--- config.mk ---
export PLATFORM = sky130hd
export DESIGN_NAME = lsec_ctrl
export DESIGN_NICKNAME = d
export VERILOG_FILES = /design/src/rtl/lsec_pkg.sv /design/src/rtl/lsec_ctrl.sv
export SDC_FILE = /design/constraint.sdc
export NUM_CORES = 1
export LEC_CHECK = 0
export ABC_AREA = 1
export BUFFER_PORTS_ARGS = -buffer_cell sky130_fd_sc_hd__buf_2
export CORE_AREA = 2 2 39 41
export CTS_BUF_LIST = sky130_fd_sc_hd__clkbuf_8
export CTS_CLUSTER_SIZE = 40
export DETAILED_ROUTE_END_ITERATION = 16
export DIE_AREA = 0 0 41 43
export HOLD_SLACK_MARGIN = 0.12
export PLACE_DENSITY_LB_ADDON = 0.3
export SYNTH_ARGS = -nofsm -noshare
export SYNTH_HDL_FRONTEND = slang
export SYNTH_SLANG_ARGS = --single-unit
--- constraint.sdc ---
create_clock -name i_clk -period 1.1 [get_ports i_clk]
set_clock_uncertainty 0.05 [all_clocks]
set_input_delay 0.22 -clock i_clk [delete_from_list [all_inputs] [get_ports i_clk]]
set_output_delay 0.22 -clock i_clk [all_outputs]
set_load 0.01 [all_outputs]
--- src/rtl/lsec_pkg.sv ---
`timescale 1ns / 1ps

package lsec_pkg;

    // list storage
    localparam int LIST_DEPTH = 64;
    localparam int ADDR_W     = (LIST_DEPTH > 1) ? $clog2(LIST_DEPTH) : 1;
    localparam int LEN_W      = $clog2(LIST_DEPTH + 1);
    localparam int RESET_LEN  = (12 > LIST_DEPTH) ? LIST_DEPTH : 12;

    // field widths
    localparam int VAL_W  = 32;
    localparam int TAG_W  = 2;
    localparam int IDX_W  = 6;
    localparam int POS_W  = 6;
    localparam int AMT_W  = 16;
    localparam int CNT_W  = 16;
    localparam int MODE_W = 3;
    localparam int WORD_W = VAL_W + TAG_W;

    // count times shift, signed
    localparam int EFF_W = CNT_W + AMT_W + 1;

    localparam logic [CNT_W-1:0] CNT_MAX = '1;

    typedef enum logic [MODE_W-1:0] {
        MODE_STORE      = 3'd0,
        MODE_PASS       = 3'd1,
        MODE_SHIFT_EMIT = 3'd2,
        MODE_SET_SHIFT  = 3'd3,
        MODE_BANG       = 3'd4,
        MODE_CLEAR      = 3'd5,
        MODE_SET_LEN    = 3'd6
    } t_mode;

    typedef struct packed {
        logic accept;
        logic prep;
        logic run;
    } t_cmd;

    typedef struct packed {
        logic       emits;
        logic       issue_last;
        logic [1:0] occ;
    } t_status;

    typedef struct packed {
        logic [VAL_W-1:0] value;
        logic [TAG_W-1:0] tag;
        logic [POS_W-1:0] pos;
        logic             last;
    } t_elem;

endpackage

--- src/rtl/lsec_ctrl.sv ---
`timescale 1ns / 1ps

module lsec_ctrl
    import lsec_pkg::*;
(
    input  logic    i_clk,
    input  logic    i_rst_n,
    input  logic    i_valid,
    input  t_status i_st,
    output t_cmd    o_cmd,
    output logic    o_stall
);

    typedef enum logic [1:0] {
        ST_IDLE,
        ST_PREP,
        ST_RUN
    } t_state;

    t_state r_state;
    logic   r_busy;

    always_ff @(posedge i_clk) begin
        if (!i_rst_n) begin
            r_state <= ST_IDLE;
            r_busy  <= 1'b0;
        end else begin
            case (r_state)
                ST_IDLE: begin
                    if (i_valid && i_st.emits) begin
                        r_state <= ST_PREP;
                        r_busy  <= 1'b1;
                    end
                end
                ST_PREP: begin
                    r_state <= ST_RUN;
                end
                ST_RUN: begin
                    if (i_st.issue_last) begin
                        r_state <= ST_IDLE;
                        r_busy  <= 1'b0;
                    end
                end
                default: begin
                    r_state <= ST_IDLE;
                    r_busy  <= 1'b0;
                end
            endcase
        end
    end

    always_comb begin
        o_cmd.accept = (r_state == ST_IDLE) && i_valid;
        o_cmd.prep   = (r_state == ST_PREP);
        o_cmd.run    = (r_state == ST_RUN);
    end

    assign o_stall = r_busy;

endmodule

Word level (Yosys, flattened, before mapping)
Index checks and enable logic that the tools add are counted.

Multiplexer cells: 6. Reductions and logical operators: 5. Eq/ne operators: 4. Bitwise operators: 1.

Operator list (count): $pmux 2 s3 (1); $mux 2 (2); $ne 2x2->1 const B (2); $pmux 1 s3 (1); $reduce_and 3->1 (1); $eq 2x1->1 const B (1); $eq 2x2->1 const B (1); $logic_and 1x1->1 (2); $logic_not 2->1 (1); $mux 1 (2); $reduce_and 2->1 (1); $not 1->1 (1).

Output and inout bits: 4. Logic and storage cells: 18. Input port bits: 7. Bits in registers: 3.

Depth between registers and ports, before layout
Depth in word-level cells: 3. Mapped depth: 5. Gate-level depth less buffers: 5.

Least setup slack after synthesis
No wires, ideal clock.

Path kind: register -> output. Start: reg r_state[0]. End: out o_cmd[2] in the netlist's numbering. Buffers on the path: 0. Slack: 168 ps. Data arrival time: 662 ps. Data required time: 830 ps. Stages on the path, launching flop included: 4. Cells stage by stage: dfxtp_1 -> nor2_2 -> inv_2 -> nor2_1.

RTL lines: from (decl) (RTL line lsec_ctrl.sv:20) `t_state r_state;`; from (signal assigned) (RTL line lsec_ctrl.sv:25) `r_state <= ST_IDLE;`; from (signal assigned) (RTL line lsec_ctrl.sv:31) `r_state <= ST_PREP;`; from (signal assigned) (RTL line lsec_ctrl.sv:36) `r_state <= ST_RUN;`; to (decl) (RTL line lsec_ctrl.sv:10) `output t_cmd o_cmd,`.

==> flow_summary_export.csv <==
group,metric,value,unit
global_route,grt_first_pass_wirelength,552,um
floorplan,die_y,43,um
clock_network,path_clk_slew,0.03,ns
cells_and_area,finish.utilization,21.0,%
synthesis,yosysTopAreaCellShare,37.5,%
worst_hold_path,min_from,"i_rst_n",
synthesis,async_flop_share,0,%
placement,dp_hpwl,251,um
placement,pre_cts_ws,0.103,ns
drt,drt-total-wl,337,um
worst_setup_path,reg2reg_depth,6,
worst_setup_path,r2r_end,"o_stall",
clock_network,cts_max_level,1,
cells_and_area,final_cell_area,290,um^2
synthesis,ys.flop_type,"dfxtp_1",
synthesis,synth_cell_types,10,
worst_setup_path,startpoint_type,"flip-flop",
cells_and_area,multiInputGateArea,77.6,um^2
global_route,grt_max_degree,5,
flow_run,maxCapViolations,0,
sta,finalCritPeriodShare,105,%
synthesis,synth_top_cells_by_count,"6 x inv_1, 6 x nand2_1, 3 x dfxtp_1",
sta,timing.fmax,862,MHz
drt,wl_per_cell,6.24,um
cells_and_area,area_growth,81.2,%
drt,first_iter_violations,0,
sta,drv_slew,0,
worst_setup_path,crit_path_max_incr_delay,0.33,ns
floorplan,die_width,41,um
cells_and_area,regArea,62.6,um^2
floorplan,dieArea,1760,um^2
worst_hold_path,worstHoldPathCells,5,
cells_and_area,n_antenna_cell,0,
worst_setup_path,end_kind,"primary output",
floorplan,core-area,1380,um^2
sta,hold_viol,0,
pwr,power,0.000483,W
clock_network,ctsLongestPathBuffers,2,
synthesis,netlist_instances,24,
clock_network,clkSinkCount,3,
synthesis,synth_edf_count,0,
worst_hold_path,hold_class,"input pin to flip-flop",
outcome,violations,"setup timing",
drt,drc_errors,0,
synthesis,avgSynthCellArea,6.67,um^2
pwr,p_leak,0.172,nW
synthesis,syn_nets,31,
pwr,vdd.ir_drop.worst,0.000744,V
placement,port_buffers,8,
placement,gp_congestion,0.609,
drt,ant_nets,0,
worst_setup_path,r2r_slack,0.18,ns
outcome,status,"finished with violations",
worst_setup_path,r2r-start,"r_state[1]",
worst_setup_path,critPathMaxFanout,3,
sta,tightest_slew,0.150,ns
worst_setup_path,critPathTopFamily,"flip-flops",
worst_setup_path,worstSetupPathType,"flip-flop to primary output",
placement,place_area,220,um^2
synthesis,syn_area,160,um^2
synthesis,synth_top_area_cell,"dfxtp_1",
global_route,grt_pass1_vias,149,
clock_network,clk_latency,0.21,ns
sta,setup_slack,-0.0605,ns
sta,relSlewSlack,90.0,%
synthesis,yosys_warnings,0,
global_route,grt.overflow.total,0,
clock_network,cts_tree,"built",
drt,drtPass1Iterations,1,
worst_setup_path,cp_slowest_cell,"dfxtp_2",
clock_network,numCtsBuffers,3,
pwr,power_density,1670,nW/um^2
floorplan,initial_utilization,11.6,%
worst_hold_path,hold_end,"o_stall",
worst_setup_path,crit_buf_inv,2,
worst_setup_path,worstPathArrival,0.89,ns
synthesis,netlist_top_cells_area,"dfxtp_1 38%, inv_1 14%, nand2_1 14%",
synthesis,ys_ff_latch,3,
cells_and_area,drive_gt1_share,52.6,%
sta,setup_viol,2,
drt,vias_per_cell,3.15,
synthesis,yosysSeqAreaShare,37.5,%
clock_network,ctsHoldBuffers,0,
drt,num_vias,170,
cells_and_area,fillCellCount,161,
floorplan,rows,14,
cells_and_area,final_nets,46,
sta,rsz0062_at_grt,"true",
worst_setup_path,cp.required,0.83,ns
worst_setup_path,cp_cell_sequence,"nor2_4 -> inv_2 -> nor2_1 -> buf_2",
global_route,grtUsageTotal,5.43,%
clock_network,cts-root-buf,"clkbuf_8",
global_route,antenna_found_initial,0,
sta,layout_min_cycle_time,1.16,ns
floorplan,ios,11,
metrics by stage:
stage	hold WS, ns	cells	TNS, ns
after CTS	0.244	54	-0.0931
final	0.248	54	-0.0718
after detailed placement	0.466	48	0
after global placement	0.470	48	0
after floorplan	0.352	24	0
after global routing	0.266	54	-0.206
where the power goes:
group / internal [W] / leakage [nW] / switching (W)
combinational: 0.0000273 / 0.120 / 0.0000277
sequential: 0.000116 / 0.0254 / 0.00000557
clock: 0.000237 / 0.0269 / 0.0000694
layout by cell type, fill, tap and decap left out:
master and count:
buf_2 8, inv_1 7, nand2_1 5, clkbuf_8 3, inv_2 2, nor2_1 2, dfxtp_2 2, buf_4 2
nand2_2 1, nor2_4 1, nand3b_1 1, nand3_1 1, nor3_4 1, a21oi_1 1, dfxtp_1 1
worst max-delay path by stage:
stage,startpoint,endpoint,cells after the start
after floorplan,r_state[0],o_cmd[2],3
after global placement,r_state[0],o_cmd[2],4
after detailed placement,r_state[0],o_cmd[2],4
after CTS,r_state[1],o_cmd[2],4
after global routing,r_state[1],o_cmd[2],4
final,r_state[1],o_cmd[2],4
worst register-to-register path, stage by stage, from the launching register on:
cell and delay, ns:
dfxtp_2 0.33, nor2_4 0.11, inv_2 0.04, buf_4 0.13
nor3_4 0.12, inv_2 0.04, nand2_1 0.05
layer usage:
metal	part of all wire (%)	vias to the layer above	global-route usage [%]
met5	0	-	0
met1	46	67	5.48
met4	0	0	2.00
li1	-	95	-
met3	16	0	7.85
met2	37	8	5.94
cell families after synthesis:
group / share of synthesized area, %
flip-flops: 37.5
AND/OR/NAND/NOR: 40.6
AO/OA/AOI/OAI: 3.12
buffers and inverters: 18.8
state kept, by name (all words and copies together) (netlist names):
register / cells
o_stall: 1
r_state: 2
what timing repair did:
action / 4_1_cts / 5_1_grt
hold endpoints to repair: 0 / 0
pin swaps: 1 / 0
setup buffers: 2 / 0
resized for setup: 3 / 1
setup endpoints to repair: 3 / 3
area by class of cell:
class / count / area share, %
clock inverters: 1 / 1.29
flip-flops and latches: 3 / 21.6
multi-input cells: 13 / 26.7
repair buffers: 10 / 19.0
inverters: 8 / 10.3
well taps: 16 / 6.90
clock buffers: 3 / 14.2
No activity file was read; power rests on OpenSTA's default activity.
